`src/rbb_pkg.sv`:
```
`default_nettype none
package rbb_pkg;

  localparam int MAX_WIDTH  = 128;
  localparam int MAX_HEIGHT = 128;
  localparam int POS_W      = $clog2(MAX_WIDTH);
  localparam int SIZE_W     = 8;
  localparam int CH_W       = 8;
  localparam int COLSUM_W   = CH_W + 2;
  localparam int TOTAL_W    = CH_W + 4;
  localparam int RECIP_W    = 13;
  localparam int RECIP_SH   = 16;
  localparam int PROD_W     = TOTAL_W + RECIP_W;
  localparam int NCELL      = 3;

  localparam logic [RECIP_W-1:0] DIV9_RECIP = 13'd7282;
  localparam logic [SIZE_W-1:0]  MIN_SIZE   = 8'd3;
  localparam logic [SIZE_W-1:0]  MAX_W_SIZE = SIZE_W'(MAX_WIDTH);
  localparam logic [SIZE_W-1:0]  MAX_H_SIZE = SIZE_W'(MAX_HEIGHT);

  localparam logic [1:0] CFG_FRAME_WIDTH  = 2'd0;
  localparam logic [1:0] CFG_FRAME_HEIGHT = 2'd1;

  typedef struct packed {
    logic [CH_W-1:0] red;
    logic [CH_W-1:0] green;
    logic [CH_W-1:0] blue;
  } pix_t;

  typedef struct packed {
    pix_t top;
    pix_t mid;
    pix_t bot;
  } column_t;

  typedef struct packed {
    logic [COLSUM_W-1:0] red;
    logic [COLSUM_W-1:0] green;
    logic [COLSUM_W-1:0] blue;
  } colsum_t;

  typedef struct packed {
    logic [TOTAL_W-1:0] red;
    logic [TOTAL_W-1:0] green;
    logic [TOTAL_W-1:0] blue;
  } total_t;

  typedef struct packed {
    logic [POS_W-1:0] centre_row;
    logic [POS_W-1:0] centre_col;
    logic             frame_done;
  } tag_t;

  typedef struct packed {
    logic            frame_start;
    logic [CH_W-1:0] in_red;
    logic [CH_W-1:0] in_green;
    logic [CH_W-1:0] in_blue;
  } in_beat_t;

  typedef struct packed {
    logic [CH_W-1:0]  out_red;
    logic [CH_W-1:0]  out_green;
    logic [CH_W-1:0]  out_blue;
    logic [POS_W-1:0] centre_row;
    logic [POS_W-1:0] centre_col;
    logic             frame_done;
  } out_beat_t;

  function automatic logic [SIZE_W-1:0] clamp_size(input logic [SIZE_W-1:0] v,
                                                   input logic [SIZE_W-1:0] hi);
    logic [SIZE_W-1:0] res;
    if (v < MIN_SIZE) begin
      res = MIN_SIZE;
    end else if (v > hi) begin
      res = hi;
    end else begin
      res = v;
    end
    return res;
  endfunction

  // floor(x / 9) via reciprocal, exact for x up to 9 * 255
  function automatic logic [CH_W-1:0] div9(input logic [TOTAL_W-1:0] x);
    logic [PROD_W-1:0] prod;
    prod = PROD_W'(x) * PROD_W'(DIV9_RECIP);
    return prod[RECIP_SH +: CH_W];
  endfunction

  function automatic logic [COLSUM_W-1:0] add3(input logic [CH_W-1:0] a,
                                               input logic [CH_W-1:0] b,
                                               input logic [CH_W-1:0] c);
    return COLSUM_W'(a) + COLSUM_W'(b) + COLSUM_W'(c);
  endfunction

endpackage
`default_nettype wire

```
`src/rbb_cell.sv`:
```
`default_nettype none
module rbb_cell (
  input  wire logic              clk,
  input  wire logic              shift,
  input  wire rbb_pkg::column_t  col_in,
  output rbb_pkg::column_t       col_out,
  output rbb_pkg::colsum_t       sum_out
);

  rbb_pkg::column_t col_r;
  rbb_pkg::colsum_t sum_r;
  rbb_pkg::colsum_t sum_nxt;

  always_comb begin
    sum_nxt.red   = rbb_pkg::add3(col_in.top.red,   col_in.mid.red,   col_in.bot.red);
    sum_nxt.green = rbb_pkg::add3(col_in.top.green, col_in.mid.green, col_in.bot.green);
    sum_nxt.blue  = rbb_pkg::add3(col_in.top.blue,  col_in.mid.blue,  col_in.bot.blue);
  end

  always_ff @(posedge clk) begin
    if (shift) begin
      col_r <= col_in;
      sum_r <= sum_nxt;
    end
  end

  assign col_out = col_r;
  assign sum_out = sum_r;

endmodule
`default_nettype wire

```
`config.mk`:
```
export PLATFORM = sky130hd
export DESIGN_NAME = rbb_cell
export DESIGN_NICKNAME = d
export VERILOG_FILES = /design/src/rbb_pkg.sv /design/src/rbb_cell.sv
export SDC_FILE = /design/constraint.sdc
export NUM_CORES = 1
export LEC_CHECK = 0
export ABC_CLOCK_PERIOD_IN_PS = 4100
export BUFFER_PORTS_ARGS = -buffer_cell sky130_fd_sc_hd__buf_2
export CORE_MARGIN = 1.5
export CORE_UTILIZATION = 53
export DETAILED_ROUTE_END_ITERATION = 12
export PLACE_DENSITY = 0.87
export SLEW_MARGIN = 20
export SYNTH_ARGS = -nofsm -noshare
export SYNTH_HDL_FRONTEND = slang
export SYNTH_SLANG_ARGS = --single-unit
```
`constraint.sdc`:
```
create_clock -name clk -period 4.1 [get_ports clk]
set_input_delay 0.41 -clock clk [delete_from_list [all_inputs] [get_ports clk]]
set_output_delay 0.41 -clock clk [all_outputs]
set_load 0.02 [all_outputs]
```
==> results of run 1 <==
==> layout make-up <==
type	instances	area share, %
flip-flops and latches	102	53.3
multi-input cells	131	23.0
repair buffers	176	15.4
well taps	105	2.29
inverters	34	2.22
clock buffers	9	2.16
clock inverters	7	1.59
==> worst max-delay path, delay by kind of cell <==
kind / cells / cell delay [ps]
fa+ha+maj: 3 / 1150
xor+xnor: 1 / 80
buf+inv: 1 / 110
compound gates: 3 / 550
==> routing by layer <==
layer | share of wire (%) | GRT usage, %
met5 | 0 | 0
met1 | 39 | 24.0
met2 | 54 | 33.0
met3 | 6.5 | 3.91
met4 | 1.2 | 7.09
==> synthesized netlist by cell type, drive strengths merged <==
library cell	n	share of area, %
nor2	4	0.33
xnor2	12	2.3
nor4	2	0.28
o211a	1	0.22
a21oi	19	2.1
nand2b	1	0.14
edfxtp	102	68
inv	34	2.8
nand2	9	0.75
o211ai	7	1.2
o21a	3	0.50
o21ai	7	0.78
ha	21	5.8
nor2b	4	0.72
a221oi	2	0.39
o31a	1	0.19
xor2	4	0.78
nor3	4	0.44
or4	1	0.17
nand3	1	0.11
or3	1	0.14
fa	27	12
==> power groups by stage <==
stage	logic, mW	clock network [mW]	registers, mW
after CTS	0.723	0.677	1.35
after global placement	0.700	0	1.36
final	0.719	0.656	1.34
after global routing	0.790	0.717	1.36
after floorplan	0.284	0	1.54
after detailed placement	0.721	0	1.37
==> final timing paths <==
path                       to  depth (start not counted)
setup / recovery  sum_out[27]                          8
hold / removal    col_out[40]                          1
==> kinds of logic after synthesis <==
group,Yosys count,synth area share [%]
DFF,102,67.8
adders and majority gates,48,17.8
AOI/OAI and AO/OA,40,5.35
buffers and inverters,34,2.83
and+or+nand+nor,27,3.08
xor gates and xnor gates,16,3.10
==> placed cells by master, fill, tap and decap left out, types with 7 or more instances in the layout <==
master	netlist	routed
buf_2	0	174
edfxtp_1	102	102
inv_1	34	34
fa_1	27	27
ha_1	21	21
a21oi_1	19	19
xnor2_1	12	12
nand2_1	9	9
clkbuf_8	0	9
o21ai_0	7	7
o211ai_1	7	7
==> stage by stage <==
| stage | cells | setup slack [ps] | utilization, % |
|---|---|---|---|
| 6_report | 564 | 1890 | 69.9 |
| 5_1_grt | 564 | 1760 | 69.9 |
| 4_1_cts | 564 | 1920 | 69.9 |
| 3_5_place_dp | 548 | 1540 | 67.3 |
| 3_3_place_gp | 548 | 1590 | 67.3 |
| 2_1_floorplan | 267 | 1780 | - |
==> sequential cells by signal, indices dropped and copies added (netlist names) <==
name	flops
col_out	72
sum_out	30
==> impl_metrics.yaml, run 1 <==
synth:
  synth-seq-cells: 102
  synth_nets: 389
  synthesis.area_mm2: 0.00451
  synth_cell_types: 23
  synth.yosys.seq_area_share_pct: 67.8
  synthesis.area_per_instance_um2: 16.9
  synth_warnings: 0
  syn_inst: 267
cts:
  postCtsSetupRepairBufs: 0
  post_cts_resize_count: 0
  max-clock-path-buffers: 2
  ctsHoldBuffers: 0
  clockRootBuffer: "clkbuf_8"
  cts_buffers: 9
  cts.sink_count: 102
  tritoncts: "built"
  clk_transition_reported_paths_ps: 110
  h_tree_lvls: 3
timing:
  report.final.slew_viol_count: 0
  report.final.hold_viol_count: 0
  slew_at_the_pin_closest_to_its_max_slew_limit_ps: 921
  setup-violations-final: 0
  fmax_ghz: 0.453
  timing.slew.headroom_pct: 38.6
  final.setup.tns_ps: 0
  unrepaired_setup_endpoints_after_global_routing: "no"
  layout_min_cycle_time_ps: 2210
  layout_worst_path_cycle_share_pct: 53.8
  hold_slack_ps: 234
global_routing:
  grt_usage_pct: 19.2
  grt_antenna_before_repair: 0
  grt_pass1_vias: 2786
  grt_start_max_net_pins: 76
  global_route_wire_length_before_repair_um: 13000
  grt-ovfl-total: 0
layout:
  postLayoutCellArea_mm2: 0.00575
  antennaDiodeCount: 0
  area_of_the_multi_input_gates_mm2: 0.00132
  finalNetCount: 576
  areaGrowthSynthToFinish_pct: 27.3
  layout.filler_cells: 568
  area.sequential_mm2: 0.00306
  drive_above_1_share_pct: 42.0
power:
  p_int_mw: 1.88
  swShare_pct: 30.8
  p_leak_nw: 2.49
  irDropWorstVdd_mv: 0.259
  power_per_cell_area_mw_per_mm2: 473
  p_comb_share_pct: 26.5
  p_clk_share_pct: 24.1
  report.power.total_mw: 2.72
  power_frac_seq_pct: 49.4
  switchingPower_uw: 837
critical_path:
  worst_setup_path_start_kind: "input port"
  timing.critical_path.to_type: "flip-flop"
  crit_fanout: 3
  crit_path_top_delay_cell: "fa_1"
  crit_path_start: "col_in[17]"
  timing.critical_path.required_ps: 4200
  crit_chain: "buf_2, fa_1, ha_1, fa_1, a21oi_1, o211ai_1, a21oi_1, xnor2_1"
  cpPeakStageDelay_ps: 480
  worstSetupPathType: "input port to flip-flop"
  critical_path_arrival_ps: 2310
detailed_routing:
  drt_iter0_markers: 105
  routed-via-count: 2829
  routed_wl_um: 8690
  final_antenna_net_count: 0
  drt_pre_antenna_iters: 4
  via_per_inst: 5.02
  drt_drc_violations_left: 0
  post_drt_wl_per_cell_um: 15.4
place:
  place_congestion: 0.848
  dpl_wire_length_um: 6860
  port_buffers: 175
  placement.cell_area_mm2: 0.00553
min_path:
  hold_path_class: "input port to flip-flop"
  worst_hold_startpoint: "col_in[40]"
floorplan:
  design.portCount: 176
  start_util_pct: 54.9
  area_enclosed_by_the_die_boundary_mm2: 0.00908
  die-width_um: 95.3
  core.rowCount: 33
  dieHeight_um: 95.3
  core_area_mm2: 0.00822
flow_run:
  max-cap-violations: 0
status:
  status: "complete, no violations"
Note: power is estimated with default switching activity, not from simulation.
==> run 2, diff against run 1 <==
--- a/config.mk
+++ b/config.mk
@@ -5,12 +5,13 @@
 export SDC_FILE = /design/constraint.sdc
 export NUM_CORES = 1
 export LEC_CHECK = 0
-export ABC_CLOCK_PERIOD_IN_PS = 4100
+export ABC_AREA = 1
+export ABC_CLOCK_PERIOD_IN_PS = 1950
 export BUFFER_PORTS_ARGS = -buffer_cell sky130_fd_sc_hd__buf_2
 export CORE_MARGIN = 1.5
-export CORE_UTILIZATION = 53
+export CORE_UTILIZATION = 44
 export DETAILED_ROUTE_END_ITERATION = 12
-export PLACE_DENSITY = 0.87
+export PLACE_DENSITY = 0.77
 export SLEW_MARGIN = 20
 export SYNTH_ARGS = -nofsm -noshare
 export SYNTH_HDL_FRONTEND = slang
==> constraint.sdc (replaced) <==
create_clock -name clk -period 1.95 [get_ports clk]
set_input_delay 0.195 -clock clk [delete_from_list [all_inputs] [get_ports clk]]
set_output_delay 0.195 -clock clk [all_outputs]
set_load 0.02 [all_outputs]
==> run 2 against run 1 <==
  * Combinational power increased by 110%
  * Critical path type unchanged
  * Largest power group unchanged
  * Routed wire length rose by 0.45%
  * Flip-flop and latch count unchanged
  * Power up 110%
  * Worst hold slack worse by 200 ps
  * Clock power rose by 91%
  * Critical path depth up 2
  * Design area increased by 4.4%
  * Via count increased by 5.6%
  * Synthesized cell count grew 24%
  * Non-clock buffer count grew 10
==> impl_metrics.yaml, run 2 <==
status:
  status: "complete, no violations"
cts:
  max-clock-path-buffers: 2
  clk_transition_reported_paths_ps: 90
  post_cts_resize_count: 0
  cts.sink_count: 102
  ctsHoldBuffers: 0
  cts_buffers: 9
  postCtsSetupRepairBufs: 0
  clockRootBuffer: "clkbuf_8"
  tritoncts: "built"
  h_tree_lvls: 3
power:
  power_per_cell_area_mw_per_mm2: 936
  p_leak_nw: 2.82
  irDropWorstVdd_mv: 0.450
  report.power.total_mw: 5.61
synth:
  adder_cell_share_of_the_synthesized_area_pct: 17.2
  synth_simple_gate_area_share_pct: 10.0
  synth.most_common_cell: "edfxtp_1"
  synth_async_sr_flop_share_pct: 0
  synthesis.area_mm2: 0.00467
  synth-seq-cells: 102
  synth_commonest_cells: "edfxtp_1, nand2_1, inv_1"
  synth_top_area_cell: "edfxtp_1"
  synthesis.area_per_instance_um2: 14.2
  ys_dominant_reg_cell: "edfxtp_1"
  synth_nets: 452
  synth_warnings: 0
  yosys-mux-area-fraction_pct: 0
  syn_inst: 330
  share_of_the_synthesized_area_in_compound_gates_ao_oa_aoi_oai_pct: 1.07
  synth.yosys.seq_area_share_pct: 65.5
  synth_cell_types: 18
  post_synth_xor_area_fraction_pct: 1.69
  synth_edf_count: 102
  combinational_family_with_the_most_area_after_synthesis: "adder cells"
  post-synth-top-area-fraction_pct: 65.5
  synth_top_cells_by_area: "edfxtp_1, fa_1, nand2_1"
timing:
  layout_worst_path_cycle_share_pct: 90.9
  fmax_ghz: 0.564
  unrepaired_setup_endpoints_after_global_routing: "no"
  hold_slack_ps: 31.0
  setup-violations-final: 0
  slew_at_the_pin_closest_to_its_max_slew_limit_ps: 531
  report.final.hold_viol_count: 0
  layout_min_cycle_time_ps: 1770
  fin_ws_ps: 177
  report.final.slew_viol_count: 0
  timing.slew.headroom_pct: 64.6
min_path:
  hold_path_class: "input port to flip-flop"
  min_delay_path_depth: 1
  worst_hold_startpoint: "col_in[63]"
  worst_hold_path.endpoint: "col_out[63]"
floorplan:
  core.rowCount: 37
  area_enclosed_by_the_die_boundary_mm2: 0.0112
  die-width_um: 106
  start_util_pct: 45.3
  dieHeight_um: 106
  core_area_mm2: 0.0103
  design.portCount: 176
critical_path:
  timing.critical_path.to_type: "flip-flop"
  crit_chain: "buf_2, fa_1, ha_1, fa_1, nand2_1, nand2_1, nand3b_4, nand2_1, nand2_1, nand2_1"
  critical_path_arrival_ps: 1880
  crit_path_top_delay_cell: "fa_1"
  crit_path_frequent_cell: "nand2_1"
  timing.critical_path.required_ps: 2060
  worstSetupPathType: "input port to flip-flop"
  worst_setup_path_start_kind: "input port"
  cpPeakStageDelay_ps: 490
  crit_fanout: 3
global_routing:
  global_route_wire_length_before_repair_um: 14100
  grt_usage_pct: 16.4
  grt_antenna_before_repair: 0
  grt-ovfl-total: 0
  grt_pass1_vias: 3058
  grt_start_max_net_pins: 103
layout:
  drive_above_1_share_pct: 38.2
  mostFrequentLayoutCell: "buf_2"
  final-instance-count-excl-fill: 668
  largest_register_ff_count: 72
  finalNetCount: 649
  areaGrowthSynthToFinish_pct: 28.4
  antennaDiodeCount: 0
  postLayoutCellArea_mm2: 0.00600
  commonest_non_fill_non_tap_cells_in_the_layout: "buf_2, edfxtp_1, nand2_1, inv_1, fa_1"
detailed_routing:
  via_per_inst: 4.47
  routed_wl_um: 8730
  drt_pre_antenna_iters: 5
  routed-via-count: 2987
  drt_drc_violations_left: 0
  drt_iter0_markers: 97
  final_antenna_net_count: 0
  post_drt_wl_per_cell_um: 13.1
place:
  dp_slack_ps: -186
  port_buffers: 175
  place_congestion: 0.752
  placement.cell_area_mm2: 0.00582
  post-place-cells: 652
  dpl_wire_length_um: 6850
flow_run:
  max-cap-violations: 0
## run 2: logic make-up after synthesis
family | Yosys count
compound gates | 10
xor+xnor | 9
fa+ha+maj | 48
buf+inv | 56
flops | 102
simple gates | 105
## run 2: how the worst max path moves through the flow
stage                     from     endpoint  slack (ps)  depth (start not counted)
finish               col_in[9]  sum_out[17]         180                         10
global route         col_in[9]  sum_out[17]          70                         10
detailed placement  col_in[17]  sum_out[27]        -190                         10
CTS                  col_in[9]  sum_out[17]         200                         10
global placement    col_in[17]  sum_out[27]        -150                         10
floorplan            col_in[9]  sum_out[17]          50                          9
## run 2: layout make-up
type,instances,area (um2)
Clock buffer,11,131
Multi-Input combinational cell,172,1400
Sequential cell,102,3060
Clock inverter,5,50.0
Fill cell,848,4330
Timing Repair Buffer,186,973
Inverter,56,210
Tap cell,136,170
## run 2: report_power, final
group | internal (mW) | switching (mW)
combinational | 0.584 | 0.959
sequential | 2.75 | 0.0677
clock | 0.585 | 0.668
## run 2: critical path: cells and delay by family
family | cells | cell delay [ps]
and+or+nand+nor | 6 | 440
buffers and inverters | 1 | 120
adders and majority gates | 3 | 1130
## run 2: routing by layer
metal  vias to the layer above  part of all wire [%]  track usage [%]
met5                         -                     0                0
met4                         0                  0.93             6.56
met3                         6                   5.8             3.00
li1                       1491                     -                -
met2                       102                    51             29.0
met1                      1388                    42             19.8
## run 2: stage by stage
stage / util (%) / setup TNS (ps)
global route: 58.1 / 0
finish: 58.1 / 0
floorplan: - / 0
detailed placement: 56.3 / -980
CTS: 58.1 / 0
global placement: 56.3 / -604
